===== config.mk =====
export PLATFORM = sky130hd
export DESIGN_NAME = alternate_block_reverse
export DESIGN_NICKNAME = d
export VERILOG_FILES = /design/src/rtl/abr_pkg.sv /design/src/rtl/abr_ram.sv /design/src/rtl/abr_ctrl.sv /design/src/rtl/alternate_block_reverse.sv
export SDC_FILE = /design/constraint.sdc
export NUM_CORES = 2
export LEC_CHECK = 0
export BUFFER_PORTS_ARGS = -buffer_cell sky130_fd_sc_hd__buf_2
export CAP_MARGIN = 20
export CELL_PAD_IN_SITES_DETAIL_PLACEMENT = 1
export CELL_PAD_IN_SITES_GLOBAL_PLACEMENT = 2
export CORE_MARGIN = 2
export CORE_UTILIZATION = 45
export CTS_CLUSTER_SIZE = 10
export DETAILED_ROUTE_END_ITERATION = 6
export PLACE_DENSITY = 0.87
export SLEW_MARGIN = 20
export SYNTH_ARGS = -nofsm -noshare
export SYNTH_HDL_FRONTEND = slang
export SYNTH_SLANG_ARGS = --single-unit

===== constraint.sdc =====
create_clock -name i_clk -period 9.65 [get_ports i_clk]
set_clock_uncertainty 0.15 [all_clocks]
set_input_delay 2.895 -clock i_clk [delete_from_list [all_inputs] [get_ports i_clk]]
set_output_delay 2.895 -clock i_clk [all_outputs]
set_load 0.03 [all_outputs]

===== src/rtl/abr_pkg.sv =====
// Package for the alternate block reverse unit: field widths, register
// indexes and the control struct passed from the sequencer to the output stage.
// No dependencies.
package abr_pkg;

    localparam int VALUE_W    = 32;
    localparam int GSIZE_W    = 7;
    localparam int COUNT_W    = 16;
    localparam int CFG_IDX_W  = 2;
    localparam int CFG_DATA_W = 16;

    localparam logic [CFG_IDX_W-1:0] REG_GROUP_SIZE  = 2'd0;
    localparam logic [CFG_IDX_W-1:0] REG_TOTAL_COUNT = 2'd1;

    typedef struct packed {
        logic load;
        logic from_ram;
        logic run_end;
    } t_out_ctl;

endpackage


===== src/rtl/abr_ram.sv =====
// Generic simple dual-port RAM with one write port and one registered read port.
// No dependencies.
module abr_ram #(
    parameter int WIDTH = 32,
    parameter int DEPTH = 64,
    localparam int AW = (DEPTH > 1) ? $clog2(DEPTH) : 1
) (
    input  logic             i_clk,
    input  logic             i_we,
    input  logic [AW-1:0]    i_waddr,
    input  logic [WIDTH-1:0] i_wdata,
    input  logic [AW-1:0]    i_raddr,
    output logic [WIDTH-1:0] o_rdata
);

    logic [WIDTH-1:0] r_mem [DEPTH];
    logic [WIDTH-1:0] r_rdata;

    always_ff @(posedge i_clk) begin
        if (i_we) begin
            r_mem[i_waddr] <= i_wdata;
        end
        r_rdata <= r_mem[i_raddr];
    end

    assign o_rdata = r_rdata;

endmodule


===== src/rtl/abr_ctrl.sv =====
// Sequencer of the alternate block reverse unit: configuration registers,
// stream and group counters, buffer writes and the reverse read-out of a group.
// Depends on abr_pkg.
module abr_ctrl import abr_pkg::*; #(
    parameter int MAX_GROUP = 64,
    localparam int AW = $clog2(MAX_GROUP)
) (
    input  logic                  i_clk,
    input  logic                  i_rst_n,
    input  logic                  i_in_valid,
    output logic                  o_in_stall,
    input  logic                  i_out_free,
    input  logic                  i_cfg_valid,
    output logic                  o_cfg_ready,
    input  logic [CFG_IDX_W-1:0]  i_cfg_index,
    input  logic [CFG_DATA_W-1:0] i_cfg_data,
    output t_out_ctl              o_out_ctl,
    output logic                  o_we,
    output logic [AW-1:0]         o_waddr,
    output logic [AW-1:0]         o_raddr
);

    typedef enum logic {S_IN, S_DRAIN} t_state;

    t_state               r_state, n_state;
    logic [GSIZE_W-1:0]   r_b, n_b;
    logic [COUNT_W-1:0]   r_n, n_n;
    logic [COUNT_W-1:0]   r_idx, n_idx;
    logic [GSIZE_W-1:0]   r_fill, n_fill;
    logic                 r_odd, n_odd;
    logic [AW-1:0]        r_k, n_k;
    logic                 r_pend, n_pend;

    logic                 in_acc;
    logic                 cfg_wr;
    logic                 cfg_pass;
    logic                 buf_mode;
    logic [COUNT_W-1:0]   start;
    logic                 complete;
    logic [GSIZE_W-1:0]   fill_inc;
    logic                 group_done;
    logic [COUNT_W-1:0]   idx_inc;
    logic                 wrap;

    assign cfg_pass = (r_b < GSIZE_W'(2)) || ({1'b0, r_b} > 8'(MAX_GROUP))
                      || ({9'd0, r_b} > r_n);
    assign start      = r_idx - {9'd0, r_fill};
    assign complete   = ({1'b0, start} + {10'd0, r_b}) <= {1'b0, r_n};
    assign buf_mode   = !cfg_pass && !r_odd && complete;
    assign fill_inc   = r_fill + GSIZE_W'(1);
    assign group_done = fill_inc >= r_b;
    assign idx_inc    = r_idx + COUNT_W'(1);
    assign wrap       = idx_inc >= r_n;

    assign o_in_stall  = (r_state == S_DRAIN) || (!buf_mode && !i_out_free);
    assign in_acc      = i_in_valid && !o_in_stall;
    assign o_cfg_ready = (r_state == S_IN) && !i_in_valid;
    assign cfg_wr      = i_cfg_valid && o_cfg_ready;
    assign o_waddr     = r_fill[AW-1:0];
    assign o_raddr     = n_k;

    always_comb begin
        n_state   = r_state;
        n_b       = r_b;
        n_n       = r_n;
        n_idx     = r_idx;
        n_fill    = r_fill;
        n_odd     = r_odd;
        n_k       = r_k;
        n_pend    = r_pend;
        o_out_ctl = '0;
        o_we      = 1'b0;
        unique case (r_state)
            S_IN: begin
                if (in_acc) begin
                    if (cfg_pass) begin
                        o_out_ctl.load    = 1'b1;
                        o_out_ctl.run_end = 1'b1;
                        n_fill            = '0;
                        n_odd             = 1'b0;
                    end else if (buf_mode) begin
                        o_we = 1'b1;
                        if (group_done) begin
                            n_state = S_DRAIN;
                            n_k     = AW'(r_b - GSIZE_W'(1));
                            n_pend  = 1'b0;
                            n_fill  = '0;
                            n_odd   = 1'b1;
                        end else begin
                            n_fill = fill_inc;
                        end
                    end else begin
                        o_out_ctl.load    = 1'b1;
                        o_out_ctl.run_end = 1'b1;
                        if (group_done) begin
                            n_fill = '0;
                            n_odd  = !r_odd;
                        end else begin
                            n_fill = fill_inc;
                        end
                    end
                    n_idx = idx_inc;
                    if (wrap) begin
                        n_idx  = '0;
                        n_fill = '0;
                        n_odd  = 1'b0;
                    end
                end else if (cfg_wr) begin
                    unique case (i_cfg_index)
                        REG_GROUP_SIZE: begin
                            n_b    = i_cfg_data[GSIZE_W-1:0];
                            n_idx  = '0;
                            n_fill = '0;
                            n_odd  = 1'b0;
                        end
                        REG_TOTAL_COUNT: begin
                            n_n    = i_cfg_data[COUNT_W-1:0];
                            n_idx  = '0;
                            n_fill = '0;
                            n_odd  = 1'b0;
                        end
                        default: begin
                        end
                    endcase
                end
            end
            S_DRAIN: begin
                n_pend = 1'b1;
                if (r_pend && i_out_free) begin
                    o_out_ctl.load     = 1'b1;
                    o_out_ctl.from_ram = 1'b1;
                    o_out_ctl.run_end  = (r_k == '0);
                    if (r_k == '0) begin
                        n_state = S_IN;
                    end else begin
                        n_k = r_k - AW'(1);
                    end
                end
            end
            default: begin
                n_state = S_IN;
            end
        endcase
    end

    always_ff @(posedge i_clk) begin
        if (!i_rst_n) begin
            r_state <= S_IN;
            r_b     <= '0;
            r_n     <= '0;
            r_idx   <= '0;
            r_fill  <= '0;
            r_odd   <= 1'b0;
            r_k     <= '0;
            r_pend  <= 1'b0;
        end else begin
            r_state <= n_state;
            r_b     <= n_b;
            r_n     <= n_n;
            r_idx   <= n_idx;
            r_fill  <= n_fill;
            r_odd   <= n_odd;
            r_k     <= n_k;
            r_pend  <= n_pend;
        end
    end

    // A group read-out starts at its last entry with no read data yet valid.
    a_drain_entry: assert property (@(posedge i_clk) disable iff (!i_rst_n)
        (r_state == S_IN && n_state == S_DRAIN) |=>
            (r_k == AW'(r_b - GSIZE_W'(1))) && !r_pend)
        else $error("group read-out did not start at the last entry");

    // The read-out ends only after the first entry of the group is delivered.
    a_drain_exit: assert property (@(posedge i_clk) disable iff (!i_rst_n)
        (r_state == S_DRAIN && n_state == S_IN) |-> (o_out_ctl.load && r_k == '0))
        else $error("group read-out ended early");

    // In grouping mode the fill count stays below the group size.
    a_fill_range: assert property (@(posedge i_clk) disable iff (!i_rst_n)
        !cfg_pass |-> (r_fill < r_b))
        else $error("group fill count out of range");

    // A pass-through item leaves no partial group behind.
    a_pass_clear: assert property (@(posedge i_clk) disable iff (!i_rst_n)
        (in_acc && cfg_pass) |=> (r_fill == '0) && !r_odd)
        else $error("pass-through item left group state");

endmodule


===== src/rtl/alternate_block_reverse.sv =====
// Alternate block reverse unit. Items of a stream are counted in groups of
// group_size; every complete even-numbered group is held in a buffer RAM and
// sent out in reverse order once its last item arrives. Odd groups, a trailing
// partial group and all items when the group size is below 2, above MAX_GROUP
// or above total_count pass straight through with run_end set.
// Input channel: i_in_valid, o_in_stall, i_value. Output channel: o_out_valid,
// i_out_stall, o_value_out, o_run_end. An item moves when valid is high and
// stall is low. Configuration: i_cfg_valid/o_cfg_ready with i_cfg_index and
// i_cfg_data; index 0 is group_size, index 1 is total_count, and a write
// restarts the stream and drops any buffered items.
// A pass-through item appears at the output in the cycle after it is accepted;
// one item per cycle is sustained while the receiver does not stall. A
// buffered group is stored as it arrives, then read back from the buffer RAM
// last entry first, one entry per cycle while the receiver does not stall;
// input is stalled during the read-back. When the receiver stalls, the output
// register holds its item and the input is stalled for any pass-through item.
// Synchronous active-low reset clears the counters and both registers to 0.
// Depends on abr_pkg, abr_ctrl and abr_ram.
module alternate_block_reverse import abr_pkg::*; #(
    parameter int MAX_GROUP = 64
) (
    input  logic                       i_clk,
    input  logic                       i_rst_n,
    input  logic                       i_in_valid,
    output logic                       o_in_stall,
    input  logic signed [VALUE_W-1:0]  i_value,
    output logic                       o_out_valid,
    input  logic                       i_out_stall,
    output logic signed [VALUE_W-1:0]  o_value_out,
    output logic                       o_run_end,
    input  logic                       i_cfg_valid,
    output logic                       o_cfg_ready,
    input  logic [CFG_IDX_W-1:0]       i_cfg_index,
    input  logic [CFG_DATA_W-1:0]      i_cfg_data
);

    localparam int AW = $clog2(MAX_GROUP);

    t_out_ctl             out_ctl;
    logic                 out_free;
    logic                 we;
    logic [AW-1:0]        waddr;
    logic [AW-1:0]        raddr;
    logic [VALUE_W-1:0]   rdata;

    logic                 r_out_valid;
    logic [VALUE_W-1:0]   r_value_out;
    logic                 r_run_end;

    assign out_free = !r_out_valid || !i_out_stall;

    abr_ctrl #(
        .MAX_GROUP (MAX_GROUP)
    ) u_ctrl (
        .i_clk       (i_clk),
        .i_rst_n     (i_rst_n),
        .i_in_valid  (i_in_valid),
        .o_in_stall  (o_in_stall),
        .i_out_free  (out_free),
        .i_cfg_valid (i_cfg_valid),
        .o_cfg_ready (o_cfg_ready),
        .i_cfg_index (i_cfg_index),
        .i_cfg_data  (i_cfg_data),
        .o_out_ctl   (out_ctl),
        .o_we        (we),
        .o_waddr     (waddr),
        .o_raddr     (raddr)
    );

    abr_ram #(
        .WIDTH (VALUE_W),
        .DEPTH (MAX_GROUP)
    ) u_buf (
        .i_clk   (i_clk),
        .i_we    (we),
        .i_waddr (waddr),
        .i_wdata (i_value),
        .i_raddr (raddr),
        .o_rdata (rdata)
    );

    always_ff @(posedge i_clk) begin
        if (!i_rst_n) begin
            r_out_valid <= 1'b0;
        end else if (out_ctl.load) begin
            r_out_valid <= 1'b1;
        end else if (!i_out_stall) begin
            r_out_valid <= 1'b0;
        end
        if (out_ctl.load) begin
            r_value_out <= out_ctl.from_ram ? rdata : i_value;
            r_run_end   <= out_ctl.run_end;
        end
    end

    assign o_out_valid = r_out_valid;
    assign o_value_out = r_value_out;
    assign o_run_end   = r_run_end;

endmodule

==> metrics.md <==
| Metric | Value |
|---|---|
| Critical path peak fanout | 7 |
| Post-Synth Adder-Cell Area | 0.973% |
| Most frequent CP cell | ha_1 |
| Area grow syn2layout | 13.6% |
| Xor/xnor share of the synthesized area | 0.450% |
| Avg Inst Size Synth | 13.6 sq um |
| Total wire length | 308 mm |
| Hold Buf Count CTS | 0 |
| H-tree depth | 4 |
| Setup crit start | u_ctrl.r_idx[0]$_SDFFE_PN0P_ |
| Clock power frac | 38.9% |
| Reg2reg start | u_ctrl.r_idx[0]$_SDFFE_PN0P_ |
| Initial DRC Count | 8515 |
| Initial Util | 45.1% |
| Tot GR Track Use | 30.5% |
| Post-synthesis instance total | 6424 |
| Switch Pwr | 5.85 mW |
| Placer Congestion | 0.874 |
| Die Area | 198000 sq um |
| Internal power | 15.9 mW |
| Clk sinks | 2169 |
| Max cap viols | 0 |
| Sequential cell area fraction in the yosys report | 73.3% |
| Clock period minus worst slack | 9.25 ns |
| VDD IR max | 175 uV |
| Grt total ovfl | 0 |
| Critical path endpoint category | output port |
| Sum Neg Setup Slack | 0 ns |
| Post-Synth Simple-Gate Area | 12.2% |
| TritonCTS clock tree | done |
| # DRC | 0 |
| Fin. Hold Viols | 0 |
| CP Launch Type | flop |
| Status | complete, no violations |
| Site row count | 162 |
| Vias in the first global route | 60900 |
| Initial DRT Pass Iterations | 6 |
| Synth Cell Area | 87700 sq um |
| Critical-path top delay cell | or3b_2 |
| FILL cells | 19100 |
| Unrepaired setup endpoints after global routing | false |
| Core box area | 194000 sq um |
| Top cell type's share of synthesized area | 71.3% |
| Peak Freq | 108 MHz |
| Worst path max stage delay | 0.47 ns |
| Async S/R FF share, synth | 0% |
| Hold path start | u_ctrl.r_odd$_SDFFE_PN0P_ |
| Critical Path RT | 6.61 ns |
| Clock latency on the worst-skew pair | 0.93 ns |
| Die Width | 445 um |
| Io pins | 91 |
| Gate power share | 12.8% |
| Dominant synthesized flop cell | edfxtp_1 |
| Final worst-path cycle share | 95.8% |
| Overall Power | 21.8 mW |
| Sw Ratio | 26.9% |
| Compound-Gate Fraction of Synth Area | 6.75% |
| Worst slew pin tran | 1.24 ns |
| Final slew viol count | 0 |
| Main combinational cell family by area after synthesis | simple AND/OR/NAND/NOR gates |
| Pleak | 33.3 nW |
| Chip height | 445 um |
| Via count | 59700 |
| Area contributors post-synth | edfxtp_1 71%, nand2_1 6.1%, mux2i_1 3.6%, nand3_1 3.4%, dfxtp_1 2.0% |
| Vias per inst | 6.40 |
| First-pass GRT wire length | 437 mm |
| # setup viols final | 0 |
| Layout cell share with drive strength beyond 1 | 10.9% |
| CTS Buf Count | 240 |
| Clk slew on worst S/H paths | 0.06 ns |
| HPWL after detailed placement | 181 mm |
| Final ANT Viol Nets | 0 |
| Pwr Density | 219 nW/um^2 |
| Critical-path cell list | inv_1 > ha_1 > fa_1 > nand2b_1 > a21o_1 > a21boi_2 > nor2_1 > ha_1 > o21ai_0 > a21oi_1 > or2_2 > a311oi_1 > nor2_1 > ha_1 > nand3_1 > a21boi_0 > or3b_2 > o31ai_4 > nand2_1 > a31oi_1 > buf_4 > o21ai_0 > buf_2 |
| Max-slew headroom | 17.5% |
| #FFs+latches synth | 2169 |
| Initial antenna violation count | 14 |
| Largest net degree at the start of global routing | 144 |
| Nets@finish | 6728 |
| CTS root buf | clkbuf_16 |
| Distinct cell type count after synthesis | 89 |
| Reg power frac | 48.3% |
| Critical path class | reg2out |
| Design area | 99500 sq um |
| Port Buffers | 90 |
| CTS max path bufs | 3 |
| CP arrival | 6.20 ns |
| Routed length per placed instance | 33.0 um |
| Leading area contributor after synthesis | edfxtp_1 |
| Placed Area | 92400 sq um |
| Post-Syn Nets | 6546 |
| Post-synthesis mux area share | 3.95% |
| Yosys Warn Count | 0 |
| EDFF count, synth | 2081 |
| Min-Delay Path Class | reg2reg |
-- placed cells by master (no fill, tap or decap), types with 18 or more instances in the layout --
master / instances
edfxtp_1: 2081
nand2_1: 1415
nand3_1: 595
a21oi_1: 333
mux2i_1: 317
clkbuf_16: 241
buf_4: 201
clkbuf_1: 137
a22oi_1: 115
nor2_1: 112
nand4_1: 89
dfxtp_1: 86
buf_2: 84
inv_1: 74
nor2_4: 71
ha_1: 65
o211ai_1: 53
a221oi_1: 52
a31oi_1: 50
o21ai_0: 49
a211oi_1: 44
nor4_1: 43
buf_12: 40
xnor2_1: 32
a2111oi_0: 23
or4_1: 21
a21o_1: 18
mux2_2: 18
o22ai_1: 18
-- stage by stage --
| step | hold WS [ns] | setup WS [ns] | util [%] | std cells |
|---|---|---|---|---|
| final | 0.334 | 0.405 | 51.3 | 9319 |
| after global placement | 0.319 | 1.11 | 47.6 | 8903 |
| after CTS | 0.335 | 0.0724 | 51.2 | 9311 |
| after global routing | 0.362 | 0.0245 | 51.3 | 9316 |
| after floorplan | 0.304 | 1.70 | - | 6424 |
| after detailed placement | 0.324 | 0.901 | 47.6 | 8903 |
-- state kept, by name, summed over array words and instances (netlist names) --
name and flops:
u_ctrl.r_b 7, u_buf.o_rdata 32, u_buf.r_mem 2048, u_ctrl.r_n 16, u_ctrl.r_idx 16, o_run_end 1, u_ctrl.r_fill 7, u_ctrl.r_state 1
u_ctrl.r_k 6, u_ctrl.r_odd 1, o_out_valid 1, u_ctrl.r_pend 1, o_value_out 32
-- kinds of logic after synthesis --
| kind of cell | count (synthesis) |
|---|---|
| muxes | 340 |
| adders and majority gates | 67 |
| buffers and inverters | 461 |
| DFF | 2169 |
| and+or+nand+nor | 2458 |
| xor gates and xnor gates | 45 |
| AOI/OAI and AO/OA | 884 |
-- critical path: cells and delay by family (launching register included) --
family | cells | cell delay [ns]
compound gates | 9 | 1.67
fa+ha+maj | 4 | 1.26
buf+inv | 3 | 0.49
flops | 1 | 0.43
simple gates | 7 | 1.43
-- power groups by stage --
stage	sequential (mW)	combinational, mW	clock [mW]
finish	10.5	2.79	8.47
floorplan	10.7	1.55	0
detailed placement	10.7	2.70	0
global route	10.5	2.94	8.85
global placement	10.7	2.61	0
CTS	10.5	2.73	8.51
-- final cells by class --
type | count | area, sq um | share of cell area [%]
antenna | 5 | 12.5 | 0.0126
clock buffer | 381 | 6590 | 6.62
clock inverter | 27 | 448 | 0.450
inverter | 76 | 287 | 0.288
multi-input combinational | 3794 | 22000 | 22.1
sequential | 2169 | 64300 | 64.5
tap | 2542 | 3180 | 3.20
timing repair buffer | 325 | 2730 | 2.74
-- Yosys cell counts, drive strengths merged (52+ instances only) --
master,instances
edfxtp,2081
nand2,1415
nand3,600
a21oi,336
mux2i,318
buf,257
nor2,189
clkbuf,128
a22oi,115
nand4,89
dfxtp,88
inv,75
ha,65
o211ai,54
a221oi,52
o21ai,52
-- per-layer routing --
metal,wire length (um),GRT usage [%]
met4,18400,16.2
met3,31900,6.37
met1,116000,40.0
met5,58,0
met2,141000,47.9
-- timing repair --
item                                    CTS  global route
gates resized for setup                   0             6
endpoints found under the setup margin    0             1
setup buffers                             0             2
endpoints found under the hold margin     0             0
-- worst paths after layout --
kind,cells past startpoint,endpoint,slack (ns)
setup / recovery,23,o_in_stall,0.40
hold / removal,2,u_ctrl.r_odd$_SDFFE_PN0P_,0.33
setup reg to reg,28,u_buf.o_rdata[18]$_DFF_P_,0.97
hold reg to reg,2,u_ctrl.r_odd$_SDFFE_PN0P_,0.33
Note: power is estimated with default switching activity, not from simulation.
